==> src/sv/tsss_pkg.sv <==
// Shared types and constants for the typestate set step unit.
package tsss_pkg;

  localparam int SET_W       = 16;
  localparam int STATE_W     = 4;
  localparam int METHOD_W    = 4;
  localparam int NUM_LANES   = 2;
  localparam int IN_TDATA_W  = 32;
  localparam int OUT_TDATA_W = 24;

  typedef struct packed {
    logic                clear;
    logic                rd_en;
    logic                member;
    logic                meth_ok;
    logic [METHOD_W-1:0] method;
    logic                wr_en;
    logic [METHOD_W-1:0] wr_method;
    logic [STATE_W-1:0]  wr_next;
  } lane_cmd_t;

  typedef struct packed {
    logic [SET_W-1:0] next_set;
    logic             err;
  } lane_res_t;

endpackage

==> src/sv/tsss_lane.sv <==
// One lane: a bank of the transition table and the accumulator for its states.
module tsss_lane
  import tsss_pkg::*;
#(
  parameter int ROWS = 8,
  parameter int SPAN = 16
) (
  input  logic                                clk,
  input  logic                                rst_n,
  input  lane_cmd_t                           cmd,
  input  logic [((ROWS > 1) ? $clog2(ROWS) : 1)-1:0] rd_row,
  input  logic [((ROWS > 1) ? $clog2(ROWS) : 1)-1:0] wr_row,
  output lane_res_t                           res
);

  localparam int DEPTH  = ROWS * SPAN;
  localparam int ADDR_W = (DEPTH > 1) ? $clog2(DEPTH) : 1;

  logic [STATE_W-1:0] mem [DEPTH];
  logic [DEPTH-1:0]   valid_r;
  logic [ADDR_W-1:0]  rd_addr;
  logic [ADDR_W-1:0]  wr_addr;
  logic [STATE_W-1:0] rd_data_r;
  logic               rd_valid_r;
  logic               hit_q_r;
  logic               meth_ok_q_r;
  logic [SET_W-1:0]   acc_r;
  logic               err_r;

  assign rd_addr = ADDR_W'(int'(rd_row) * SPAN + int'(cmd.method));
  assign wr_addr = ADDR_W'(int'(wr_row) * SPAN + int'(cmd.wr_method));

  always_ff @(posedge clk) begin
    if (cmd.wr_en) begin
      mem[wr_addr] <= cmd.wr_next;
    end
    rd_data_r  <= mem[rd_addr];
    rd_valid_r <= valid_r[rd_addr];
  end

  always_ff @(posedge clk) begin
    if (!rst_n) begin
      valid_r     <= '0;
      hit_q_r     <= 1'b0;
      meth_ok_q_r <= 1'b0;
    end else begin
      if (cmd.wr_en) begin
        valid_r[wr_addr] <= 1'b1;
      end
      hit_q_r     <= cmd.rd_en && cmd.member;
      meth_ok_q_r <= cmd.meth_ok;
    end
  end

  always_ff @(posedge clk) begin
    if (cmd.clear) begin
      acc_r <= '0;
      err_r <= 1'b0;
    end else if (hit_q_r) begin
      if (meth_ok_q_r && rd_valid_r) begin
        acc_r <= acc_r | (SET_W'(1) << rd_data_r);
      end else begin
        err_r <= 1'b1;
      end
    end
  end

  assign res.next_set = acc_r;
  assign res.err      = err_r;

endmodule

==> src/sv/tsss_merge.sv <==
// Merge stage: ORs the lane results into one registered result.
module tsss_merge
  import tsss_pkg::*;
(
  input  logic      clk,
  input  logic      capture,
  input  lane_res_t lane_res [NUM_LANES],
  output lane_res_t merged_r
);

  lane_res_t merged_nxt;

  always_comb begin
    merged_nxt = '0;
    for (int i = 0; i < NUM_LANES; i++) begin
      merged_nxt.next_set = merged_nxt.next_set | lane_res[i].next_set;
      merged_nxt.err      = merged_nxt.err | lane_res[i].err;
    end
  end

  always_ff @(posedge clk) begin
    if (capture) begin
      merged_r <= merged_nxt;
    end
  end

endmodule

==> src/sv/typestate_set_step_unit.sv <==
// Top level of the typestate set step unit.
// Usage:
//   Input stream in_*: in_tuser selects the item kind (0 = step, 1 = load entry).
//   A load writes one (state, method) -> next state entry; a step maps the
//   state set through the table for one method and flags members that lack
//   an entry. Every item gives exactly one result item on out_*.
//   Sequence: a load passes ST_MERGE and ST_FINISH into the output register; a
//   step first scans the table banks in ST_SCAN, two states per cycle, one per
//   lane, then passes ST_DRAIN, ST_MERGE and ST_FINISH.
//   Throughput: one item at a time; in_tready is high only while no item is
//   in work, and an item leaves ST_FINISH only once the output register is
//   free. A result waiting in the output register does not block the next
//   item from being taken; only its final hand-over waits for out_tready.
//   Reset: every table entry is invalid, no item in work, out_tvalid low.
//   A stall on out_tready holds out_tdata and out_tvalid unchanged.
module typestate_set_step_unit
  import tsss_pkg::*;
#(
  parameter int NUM_STATES  = 16,
  parameter int NUM_METHODS = 16
) (
  input  logic                   clk,
  input  logic                   rst_n,
  input  logic                   in_tvalid,
  output logic                   in_tready,
  // [15:0] state_set, [19:16] method, [23:20] from_state, [27:24] to_state
  input  logic [IN_TDATA_W-1:0]  in_tdata,
  // [0] cmd
  input  logic                   in_tuser,
  output logic                   out_tvalid,
  input  logic                   out_tready,
  // [15:0] next_set, [16] error
  output logic [OUT_TDATA_W-1:0] out_tdata
);

  localparam int SCAN_STATES  = (NUM_STATES < SET_W) ? NUM_STATES : SET_W;
  localparam int SPAN_METHODS = (NUM_METHODS < (1 << METHOD_W)) ? NUM_METHODS
                                                                : (1 << METHOD_W);
  localparam int ROWS  = (SCAN_STATES + NUM_LANES - 1) / NUM_LANES;
  localparam int ROW_W = (ROWS > 1) ? $clog2(ROWS) : 1;
  localparam logic [SET_W:0]   ONE_EXT  = 1;
  localparam logic [SET_W-1:0] SET_MASK = SET_W'((ONE_EXT << SCAN_STATES) - ONE_EXT);

  localparam logic [2:0] ST_IDLE   = 3'd0;
  localparam logic [2:0] ST_SCAN   = 3'd1;
  localparam logic [2:0] ST_DRAIN  = 3'd2;
  localparam logic [2:0] ST_MERGE  = 3'd3;
  localparam logic [2:0] ST_FINISH = 3'd4;

  logic [SET_W-1:0]    in_set;
  logic [METHOD_W-1:0] in_method;
  logic [STATE_W-1:0]  in_from;
  logic [STATE_W-1:0]  in_to;
  logic                in_fire;
  logic                out_free;
  logic                load_ok;
  logic [ROW_W-1:0]    wr_row;

  logic [2:0]          state_r, state_nxt;
  logic [ROW_W-1:0]    row_r, row_nxt;
  logic [SET_W-1:0]    set_r, set_nxt;
  logic [METHOD_W-1:0] method_r;
  logic                meth_ok_r;
  logic                out_valid_r;
  logic [OUT_TDATA_W-1:0] out_data_r;

  lane_cmd_t lane_cmd [NUM_LANES];
  lane_res_t lane_res [NUM_LANES];
  lane_res_t merged_r;

  assign in_set    = in_tdata[15:0];
  assign in_method = in_tdata[19:16];
  assign in_from   = in_tdata[23:20];
  assign in_to     = in_tdata[27:24];

  assign in_tready = (state_r == ST_IDLE);
  assign in_fire   = in_tvalid && in_tready;
  assign out_free  = !out_valid_r || out_tready;
  assign load_ok   = (32'(in_from) < NUM_STATES) && (32'(in_method) < NUM_METHODS) &&
                     (32'(in_to) < NUM_STATES);
  assign wr_row    = ROW_W'(in_from / NUM_LANES);

  always_comb begin
    state_nxt = state_r;
    row_nxt   = row_r;
    set_nxt   = set_r;
    case (state_r)
      ST_IDLE: begin
        if (in_fire) begin
          row_nxt   = '0;
          set_nxt   = in_set & SET_MASK;
          state_nxt = in_tuser ? ST_MERGE : ST_SCAN;
        end
      end
      ST_SCAN: begin
        set_nxt = set_r >> NUM_LANES;
        if (row_r == ROW_W'(ROWS - 1)) begin
          state_nxt = ST_DRAIN;
        end else begin
          row_nxt = row_r + ROW_W'(1);
        end
      end
      ST_DRAIN:  state_nxt = ST_MERGE;
      ST_MERGE:  state_nxt = ST_FINISH;
      ST_FINISH: begin
        if (out_free) begin
          state_nxt = ST_IDLE;
        end
      end
      default:   state_nxt = ST_IDLE;
    endcase
  end

  always_ff @(posedge clk) begin
    if (!rst_n) begin
      state_r     <= ST_IDLE;
      out_valid_r <= 1'b0;
    end else begin
      state_r <= state_nxt;
      if (state_r == ST_FINISH && out_free) begin
        out_valid_r <= 1'b1;
      end else if (out_tready) begin
        out_valid_r <= 1'b0;
      end
    end
  end

  always_ff @(posedge clk) begin
    row_r <= row_nxt;
    set_r <= set_nxt;
    if (in_fire) begin
      method_r  <= in_method;
      meth_ok_r <= (32'(in_method) < NUM_METHODS);
    end
    if (state_r == ST_FINISH && out_free) begin
      out_data_r <= {{(OUT_TDATA_W - SET_W - 1){1'b0}}, merged_r.err, merged_r.next_set};
    end
  end

  assign out_tvalid = out_valid_r;
  assign out_tdata  = out_data_r;

  for (genvar l = 0; l < NUM_LANES; l++) begin : g_lane
    always_comb begin
      lane_cmd[l].clear     = in_fire;
      lane_cmd[l].rd_en     = (state_r == ST_SCAN);
      lane_cmd[l].member    = set_r[l];
      lane_cmd[l].meth_ok   = meth_ok_r;
      lane_cmd[l].method    = method_r;
      lane_cmd[l].wr_en     = in_fire && in_tuser && load_ok &&
                              (32'(in_from % NUM_LANES) == l);
      lane_cmd[l].wr_method = in_method;
      lane_cmd[l].wr_next   = in_to;
    end

    tsss_lane #(
      .ROWS (ROWS),
      .SPAN (SPAN_METHODS)
    ) u_lane (
      .clk    (clk),
      .rst_n  (rst_n),
      .cmd    (lane_cmd[l]),
      .rd_row (row_r),
      .wr_row (wr_row),
      .res    (lane_res[l])
    );
  end

  tsss_merge u_merge (
    .clk      (clk),
    .capture  (state_r == ST_MERGE),
    .lane_res (lane_res),
    .merged_r (merged_r)
  );

  a_finish_hands_over: assert property (@(posedge clk) disable iff (!rst_n)
    (state_r == ST_FINISH && out_free) |=> (out_valid_r && state_r == ST_IDLE))
    else $error("finished result not handed to output register");

  a_step_starts_scan: assert property (@(posedge clk) disable iff (!rst_n)
    (in_fire && !in_tuser) |=> (state_r == ST_SCAN && row_r == '0))
    else $error("step item did not start the table scan");

  a_scan_ends: assert property (@(posedge clk) disable iff (!rst_n)
    (state_r == ST_SCAN && row_r == ROW_W'(ROWS - 1)) |=> (state_r == ST_DRAIN))
    else $error("scan overran the last row");

endmodule
==> config.mk <==
export PLATFORM = sky130hd
export DESIGN_NAME = typestate_set_step_unit
export DESIGN_NICKNAME = d
export VERILOG_FILES = /design/src/sv/tsss_pkg.sv /design/src/sv/tsss_lane.sv /design/src/sv/tsss_merge.sv /design/src/sv/typestate_set_step_unit.sv
export SDC_FILE = /design/constraint.sdc
export NUM_CORES = 1
export LEC_CHECK = 0
export ABC_CLOCK_PERIOD_IN_PS = 2720
export BUFFER_PORTS_ARGS = -buffer_cell sky130_fd_sc_hd__buf_2
export CORE_MARGIN = 2
export CORE_UTILIZATION = 55
export CTS_CLUSTER_DIAMETER = 40
export DETAILED_ROUTE_END_ITERATION = 7
export PLACE_DENSITY = 0.74
export SYNTH_ARGS = -nofsm -noshare
export SYNTH_HDL_FRONTEND = slang
export SYNTH_HIERARCHICAL = 1
export SYNTH_SLANG_ARGS = --single-unit
==> constraint.sdc <==
create_clock -name clk -period 2.72 [get_ports clk]
set_clock_uncertainty 0.15 [all_clocks]
set_input_delay 0.272 -clock clk [delete_from_list [all_inputs] [get_ports clk]]
set_output_delay 0.272 -clock clk [all_outputs]
set_load 0.01 [all_outputs]
Word-level counts from Yosys, hierarchy flattened
Memory sizes are Yosys's and may differ from the RTL's. A register that Yosys moved wholly into a read port is not among the register bits.
Cells that the tools add are included.
{"block": "op_classes", "add_sub_neg": 3, "n_lt_le_gt_ge": 3, "n_eq_ne": 9, "shifts": 2, "muxes": 22, "bitwise_logic": 8, "reduce_logical": 23}
{"op": "$or 128x128->128", "count": 2}
{"op": "$or 16x16->16", "count": 3}
{"op": "$logic_not 32->1", "count": 1}
{"op": "$pmux 16 s2", "count": 1}
{"op": "$shl 1x4->16 const A", "count": 2}
{"op": "$lt 7x8->1 const B", "count": 2}
{"op": "$mux 16", "count": 1}
{"op": "$mux 3", "count": 5}
{"op": "$pmux 3 s5", "count": 1}
{"op": "$add 7x4->7", "count": 2}
{"op": "$bmux 1 s7", "count": 2}
{"op": "$logic_and 1x1->1", "count": 10}
{"op": "$reduce_and 2->1", "count": 5}
{"op": "$mux 1", "count": 9}
{"op": "$demux 1 s7", "count": 1}
{"op": "$ge 7x1->1 const B", "count": 1}
{"op": "$eq 3x2->1 const B", "count": 2}
{"op": "$eq 3x3->1 const B", "count": 2}
{"op": "$ne 2x2->1 const B", "count": 3}
{"op": "$pmux 3 s2", "count": 1}
{"op": "$reduce_and 3->1", "count": 2}
{"op": "$reduce_bool 2->1", "count": 2}
{"op": "$add 3x1->3 const B", "count": 1}
{"op": "$eq 3x1->1 const B", "count": 1}
{"op": "other kinds (7)", "count": 8}
{"block": "totals", "register_bits": 356, "mem_bits_rw": 1024, "in_bits": 37, "output_inout_bits": 26, "wordCells": 91, "memories": 2}
{"memory": "g_lane[0].u_lane.mem", "words": 128, "width": 4, "rd": 1, "rd_clocked_by_memory_dff": 1, "wr": 1, "line": "tsss_lane.sv:19", "source": "logic [STATE_W-1:0] mem [DEPTH];"}
{"memory": "g_lane[1].u_lane.mem", "words": 128, "width": 4, "rd": 1, "rd_clocked_by_memory_dff": 1, "wr": 1, "line": "tsss_lane.sv:19"}

Depth between registers and ports, before layout
Gate-level depths: netlist of the first run.
{"block": "logic_depth", "depth_word": 6, "mapped_depth": 9, "depth_no_buf": 7}

Hierarchy
The synthesis of the first run kept the hierarchy.
{"mod": "tsss_lane", "n_inst": 2, "cells_per_inst": 1301, "area_each_um2": 25414.4, "seq_area_each_um2": 18417.7}
{"mod": "typestate_set_step_unit", "n_inst": 1, "cells_per_inst": 101, "area_each_um2": 1784.2, "seq_area_each_um2": 1281.2}
{"mod": "tsss_merge", "n_inst": 1, "cells_per_inst": 34, "area_each_um2": 616.8, "seq_area_each_um2": 510.5}

Worst setup path after synthesis of the first run
No wires, ideal clock.
{"block": "synth_path", "path_type": "reg-to-reg", "from": "register method_r[0]", "to": "register g_lane[0].u_lane.rd_data_r[0] (read register of g_lane[0].u_lane.mem)", "setup_time_ps": 121, "arrival_time_ps": 2711, "required_ps": 2449, "slack_ps": -262, "path_stages_with_launch": 7, "path_buffers": 2, "period_less_slack_ps": 2982, "cell_sequence": "edfxtp_1 -> buf_2 -> buf_1 -> mux4_2 -> mux4_2 -> mux4_2 -> mux2_2"}
{"block": "synth_via", "elab_chain_cells": 1}
{"element": "start: declaration", "line": "typestate_set_step_unit.sv:62", "source": "logic [METHOD_W-1:0] method_r;"}
{"element": "start signal: assignment", "line": "typestate_set_step_unit.sv:132", "source": "method_r <= in_method;"}
{"element": "$add 7x4->7", "line": "tsss_lane.sv:30", "source": "assign rd_addr = ADDR_W'(int'(rd_row) * SPAN + int'(cmd.method));"}
{"element": "end: declaration", "line": "tsss_lane.sv:23", "source": "logic [STATE_W-1:0] rd_data_r;"}
Every way passes these cells.
A chain may end at the register's enable or synchronous reset.

Worst setup path after layout of the first run
{"block": "layout_path", "from": "register method_r[0]", "to": "register g_lane[1].u_lane.rd_valid_r"}
{"block": "layout_via", "elab_chain_cells": 3}
{"element": "$add 7x4->7", "line": "tsss_lane.sv:30"}
{"element": "$bmux 1 s7", "line": "tsss_lane.sv:38", "source": "rd_valid_r <= valid_r[rd_addr];"}
{"element": "$mux 1 (implied by the code)", "line": "tsss_lane.sv:38"}
{"element": "end signal: assignment", "line": "tsss_lane.sv:38"}
{"element": "end: declaration", "line": "tsss_lane.sv:24", "source": "logic rd_valid_r;"}
Every way passes these cells. The select of a mux whose other input is x is not followed.

==> results of run 1 <==
==> power breakdown <==
| part | internal (mW) | switching [mW] |
|---|---|---|
| sequential | 23.0 | 0.215 |
| clock | 12.5 | 8.65 |
| combinational | 1.71 | 1.99 |
==> logic make-up after synthesis <==
logic type | count (synthesis)
mux | 444
other cells | 2
flops | 1389
buf+inv | 176
fa+ha+maj | 2
simple gates | 428
compound gates | 296
==> per-layer routing <==
| layer | wire [um] | share of wire (%) | vias up | track usage, % |
|---|---|---|---|---|
| met4 | 4322 | 3.3 | 14 | 9.242 |
| met5 | 97 | 0.074 | - | 0 |
| met1 | 49610 | 38 | 15165 | 34.84 |
| met3 | 12680 | 9.6 | 287 | 6.960 |
| li1 | - | - | 12095 | - |
| met2 | 64940 | 49 | 1501 | 41.97 |
==> layout by cell type, fill, tap and decap left out, drive strengths merged, types with 4 or more instances in the layout <==
cell and instances:
clkinvlp 8, nor3 10, nand3 18, buf 487, nor2 299, and2 6, nand4 4, nor2b 13
clkinv 58, a31oi 8, nand3b 6, mux4 420, or2 29, mux2 24, conb 9, or3b 6
edfxtp 1081, dlygate4sd3 28, o21a 256, a21oi 27, nand2 21, dfxtp 308, inv 27, clkbuf 206
bufinv 16
==> registers in the layout, indices dropped and copies added, names as in the netlist <==
name	flops
g_lane.u_lane/acc_r	32
g_lane.u_lane/hit_q_r	2
u_merge/merged_r	17
g_lane.u_lane/rd_valid_r	2
g_lane.u_lane/err_r	2
set_r	16
method_r	4
out_tdata	17
row_r	3
g_lane.u_lane/rd_data_r	8
g_lane.u_lane/mem	1024
g_lane.u_lane/valid_r	256
state_r	3
out_tvalid	1
g_lane.u_lane/meth_ok_q_r	2
==> worst reg2reg max path: cells and delay by family (launching register included) <==
kind / cells / cell delay (ns)
muxes: 4 / 1.87
buffers and inverters: 4 / 0.63
DFF: 1 / 0.42
==> repair_timing <==
action / CTS / global route
buffers inserted: 10 / 28
pin swaps: 7 / 4
endpoints found under the setup margin: 127 / 164
hold buffers: 28 / 0
gates cloned: 6 / 16
resized for setup: 33 / 88
hold endpoints to repair: 327 / 0
==> area by class of cell <==
type,count,area share (%)
multi-input cells,1179,21.81
clock buffers,189,6.336
repair buffers,532,8.177
clock inverters,100,1.759
inverters,9,0.06734
flip-flops and latches,1389,59.40
well taps,1276,2.455
==> final timing paths <==
| check | startpoint | endpoint | slack, ns | depth (start not counted) |
|---|---|---|---|---|
| worst max-delay path | method_r[0] | g_lane[1].u_lane/rd_valid_r | -0.47 | 8 |
| worst max register to register | method_r[0] | g_lane[1].u_lane/rd_valid_r | -0.47 | 8 |
| worst min register to register | u_merge/merged_r[7] | out_tdata[6] | 0.27 | 0 |
| worst min-delay path | in_tdata[19] | method_r[3] | 0.1 | 2 |
==> cells in the mapped netlist, drive strengths merged <==
cell type  count
edfxtp      1081
mux4         420
dfxtp        308
nor2         299
o21a         256
clkbuf       101
buf           66
or2           29
a21oi         27
mux2          24
nand2         21
nand3         18
nor2b         13
nor3          10
a31oi          8
inv            8
and2           6
nand3b         6
or3b           6
nand4          4
and3           3
nand4b         3
conb           2
ha             2
nand2b         2
o21ai          2
or3            2
or4            2
a2111oi        1
a211oi         1
and3b          1
clkinv         1
nor3b          1
nor4b          1
o31ai          1
or4b           1
==> stage by stage <==
step | cell area [um^2] | power, mW
after floorplan | 53580 | 25.60
after global placement | 58190 | 26.91
after detailed placement | 58190 | 26.98
after CTS | 64110 | 48.08
after global routing | 65030 | 49.31
final | 65030 | 48.09
==> results.sh, run 1 <==
export IMPL_routabilityCongestion=0.8439
export IMPL_worst_setup_path_start_kind="flip-flop"
export IMPL_cp_top_family="multiplexers"
export IMPL_place_ws_ns=-0.4846
export IMPL_grt_overflow=0
export IMPL_wl_per_cell_um=28.17
export IMPL_ys_warn_count=6
export IMPL_p_leak_nw=22.06
export IMPL_clock_latency_ns=0.76
export IMPL_drt_vias_per_instance=6.218
export IMPL_synth_cell_types=44
export IMPL_status="complete, but fails checks"
export IMPL_ir_drop_v=0.0007106
export IMPL_dieHeight_um=315.1
export IMPL_route_detailed_drc=0
export IMPL_yosysTopAreaCell="edfxtp_1"
export IMPL_core_mm2=0.09628
export IMPL_muxShareOfSynthArea_pct=18.33
export IMPL_max_clock_freq_mhz=313.1
export IMPL_crit_buf_inv=4
export IMPL_drive_gt1_share_pct=37.76
export IMPL_hpwlAfterDp_mm=79.55
export IMPL_grt_pass1_wl_mm=189.6
export IMPL_root_buffer="clkbuf_16"
export IMPL_worstPathArrival_ns=3.69
export IMPL_worstMarginPinSlew_ns=0.6925
export IMPL_antenna_left=0
export IMPL_cts_max_level=4
export IMPL_setup_tns_final_ns=-4.716
export IMPL_setup_ws_ns=-0.4742
export IMPL_synth_top_cell_area_share_pct=60.98
export IMPL_min_period_ns=3.194
export IMPL_first_pass_iters=6
export IMPL_hold_ws_ns=0.09882
export IMPL_area_growth_pct=22.17
export IMPL_cts_made_buffers=154
export IMPL_hold_viol=0
export IMPL_fin_crit_sh_pct=117.4
export IMPL_path_clk_slew_ns=0.06
export IMPL_slowest_stage="mux4_2"
export IMPL_min_delay_path_class="in2reg"
export IMPL_seqCellArea_mm2=0.03863
export IMPL_cts_buffer_depth=3
export IMPL_rsz0062_at_grt="true"
export IMPL_report_final_setup_viol=18
export IMPL_post_route_util_pct=67.54
export IMPL_path_class="reg2reg"
export IMPL_slew_headroom_pct=53.48
export IMPL_worstPathMaxFanout=8
export IMPL_fin_nets=3304
export IMPL_initial_core_util_pct=55.29
export IMPL_synthXorXnorAreaFrac_pct=0
export IMPL_cp_end_kind="flip-flop"
export IMPL_grt_antenna_before_repair=11
export IMPL_vias=29062
export IMPL_die_w_um=315.1
export IMPL_synth_top_family_by_area="multiplexers"
export IMPL_ys_ff_latch=1389
export IMPL_maxSlewViolCount=0
export IMPL_cap_violations=0
export IMPL_row_count=114
export IMPL_ioPinCount=63
export IMPL_cts_tree="built"
export IMPL_multiInputGateArea_mm2=0.01418
export IMPL_cts_sinks=1389
export IMPL_avgSynthCellArea_um2=19.45
export IMPL_stdcell_count=4674
export IMPL_ys_seq_area_share_pct=72.57
export IMPL_crit_chain="buf_12 -> buf_8 -> buf_12 -> buf_16 -> mux4_2 -> mux4_2 -> mux4_2 -> mux2_4"
export IMPL_p_per_area_mw_per_mm2=739.5
export IMPL_routed_wl_mm=131.7
export IMPL_syn_area_mm2=0.05323
export IMPL_synth_area_leaders="edfxtp_1 (61%), mux4_2 (18%), dfxtp_1 (12%)"
export IMPL_critPathMaxStageDelay_ns=0.56
export IMPL_die_area_mm2=0.09928
export IMPL_grt_pass1_vias=29799
export IMPL_violations="negative setup slack"
export IMPL_yosys_area_share_simple_pct=3.540
export IMPL_synth_compound_area_share_pct=4.022
export IMPL_place_inst=4298
export IMPL_fill_cells=5863
export IMPL_grt_total_usage_pct=26.14
export IMPL_grt_max_degree=105
export IMPL_crit_top_cell="mux4_2"
export IMPL_yosys_area_share_adder_pct=0.04701
export IMPL_io_buffer_count=51
export IMPL_crit_required_ns=3.22
export IMPL_syn_inst=2737
export IMPL_antenna_cells=0
export IMPL_drt_iter0_markers=3520
No activity file was read; power rests on OpenSTA's default activity.
==> run 2, diff against run 1 <==
--- a/config.mk
+++ b/config.mk
@@ -6,7 +6,7 @@
 export NUM_CORES = 1
 export LEC_CHECK = 0
 export ABC_CLOCK_PERIOD_IN_PS = 2720
-export BUFFER_PORTS_ARGS = -buffer_cell sky130_fd_sc_hd__buf_2
+export BUFFER_PORTS_ARGS = -buffer_cell sky130_fd_sc_hd__buf_4
 export CORE_MARGIN = 2
 export CORE_UTILIZATION = 55
 export CTS_CLUSTER_DIAMETER = 40
==> results.sh, run 2 (synthesis gave the netlist of run 1 again) <==
export IMPL_status="complete, but fails checks"
export IMPL_violations="negative setup slack"
export IMPL_maxSlewViolCount=0
export IMPL_cap_violations=0
export IMPL_grt_overflow=0
export IMPL_die_area_mm2=0.09928
export IMPL_stdcell_area_mm2=0.06460
export IMPL_whs_path_depth=4
export IMPL_route_detailed_drc=0
export IMPL_wl_per_cell_um=26.88
export IMPL_cts_sinks=1389
export IMPL_path_class="reg2reg"
export IMPL_routed_wl_mm=125.1
export IMPL_cts_made_buffers=155
export IMPL_cts_tree="built"
export IMPL_fin_crit_sh_pct=115.5
export IMPL_reg2reg_slack_ns=-0.42
export IMPL_largest_reg_flops=1024
export IMPL_area_growth_pct=21.36
export IMPL_cp_end_kind="flip-flop"
export IMPL_worstPathMaxFanout=8
export IMPL_grt_pass1_wl_mm=185.9
export IMPL_grt_pass1_vias=29694
export IMPL_hold_ws_ns=0.1522
export IMPL_max_clock_freq_mhz=318.2
export IMPL_p_per_area_mw_per_mm2=745.4
export IMPL_rsz0062_at_grt="true"
export IMPL_fin_nets=3278
export IMPL_worstMarginPinSlew_ns=0.8469
export IMPL_r2r_end="g_lane[1].u_lane/rd_data_r[0]"
export IMPL_fill_cells=5908
export IMPL_io_buffer_count=51
export IMPL_hpwlAfterDp_mm=78.39
export IMPL_clock_latency_ns=0.77
export IMPL_core_mm2=0.09628
export IMPL_min_period_ns=3.143
export IMPL_worst_setup_path_start_kind="flip-flop"
export IMPL_grt_max_degree=105
export IMPL_crit_required_ns=3.21
export IMPL_root_buffer="clkbuf_16"
export IMPL_hold_viol=0
export IMPL_grt_total_usage_pct=25.45
export IMPL_vias=28735
export IMPL_antenna_left=0
export IMPL_reg2reg_depth=7
export IMPL_place_ws_ns=-0.3969
export IMPL_setup_ws_ns=-0.4225
export IMPL_first_pass_iters=5
export IMPL_drive_gt1_share_pct=36.51
export IMPL_initial_core_util_pct=55.29
export IMPL_min_delay_start="in_tdata[22]"
export IMPL_report_final_setup_viol=10
export IMPL_cts_buffer_depth=3
export IMPL_path_clk_slew_ns=0.06
export IMPL_cts_max_level=4
export IMPL_final_common_cell="edfxtp_1"
export IMPL_slew_headroom_pct=43.54
export IMPL_p_leak_nw=21.85
export IMPL_drt_vias_per_instance=6.176
export IMPL_holdPathEnd="g_lane[0].u_lane/valid_r[119]"
export IMPL_place_area_mm2=0.05849
export IMPL_top_register="g_lane.u_lane/mem"
export IMPL_dieHeight_um=315.1
export IMPL_min_delay_path_class="in2reg"
export IMPL_ioPinCount=63
export IMPL_worstPathArrival_ns=3.63
export IMPL_die_w_um=315.1
export IMPL_ir_drop_v=0.0005806
export IMPL_mostFrequentLayoutCells="edfxtp_1 (1,081), mux4_2 (420), buf_4 (385), dfxtp_1 (307), nor2_1 (264)"
export IMPL_routabilityCongestion=0.8226
export IMPL_r2r_start="method_r[0]"
export IMPL_grt_antenna_before_repair=6
export IMPL_power_mw=48.15
export IMPL_row_count=114
export IMPL_drt_iter0_markers=3374
export IMPL_reg_largest_list="g_lane.u_lane/mem (1024), g_lane.u_lane/valid_r (256), g_lane.u_lane/acc_r (32)"
==> run 2: final cells by class <==
| type | count | area, um^2 | share of cell area [%] |
|---|---|---|---|
| clock buffer | 194 | 4259 | 6.593 |
| antenna | 3 | 7.507 | 0.01162 |
| inverter | 9 | 43.79 | 0.06779 |
| tap | 1276 | 1597 | 2.471 |
| multi-input combinational | 1179 | 14060 | 21.77 |
| clock inverter | 98 | 1081 | 1.673 |
| sequential | 1389 | 38630 | 59.80 |
| timing repair buffer | 505 | 4918 | 7.614 |
==> run 2: worst max-delay path: stages, from the launching register on <==
cell,delay [ns]
edfxtp_1,0.44
buf_12,0.19
buf_12,0.16
buf_12,0.15
mux4_2,0.54
mux4_2,0.53
mux4_2,0.55
mux2_4,0.28
==> run 2: how the worst max path moves through the flow <==
stage                 from                             to  slack [ns]
2_1_floorplan  method_r[0]    g_lane[0].u_lane/rd_valid_r      0.0005
3_3_place_gp   method_r[0]  g_lane[1].u_lane/rd_data_r[0]       -0.39
3_5_place_dp   method_r[0]  g_lane[1].u_lane/rd_data_r[0]       -0.40
4_1_cts        method_r[0]    g_lane[0].u_lane/rd_valid_r       -0.40
5_1_grt        method_r[0]  g_lane[1].u_lane/rd_data_r[1]       -0.45
6_report       method_r[0]  g_lane[1].u_lane/rd_data_r[0]       -0.42
==> run 2: report_power, final <==
part           internal [mW]  switching [mW]
Sequential              23.0           0.216
Clock                   12.6            8.70
Combinational           1.67            1.90
==> run 2: routing by layer <==
layer  GRT usage, %  part of all wire, %  wire length (um)  vias to the layer above
met5              0                0.040                50                        -
met4          8.799                  3.0              3793                        8
met3          6.295                  9.9             12330                      267
met2          40.57                   49             61070                     1483
met1          34.64                   38             47830                    14920
li1               -                    -                 -                    12057
==> run 2: repair_timing <==
item	CTS	global route
gates resized for setup	25	30
hold buffers	30	0
gates cloned	1	7
hold endpoints to repair	503	0
buffers inserted	5	9
endpoints found under the setup margin	100	138
pin swaps	6	3
==> run 2: stage by stage <==
stage | TNS [ns] | util, % | cells
detailed placement | -7.656 | 60.75 | 4307
global route | -4.259 | 67.09 | 4651
CTS | -3.622 | 66.77 | 4635
global placement | -4.890 | 60.75 | 4307
finish | -3.951 | 67.10 | 4653
floorplan | 0 | - | 2744
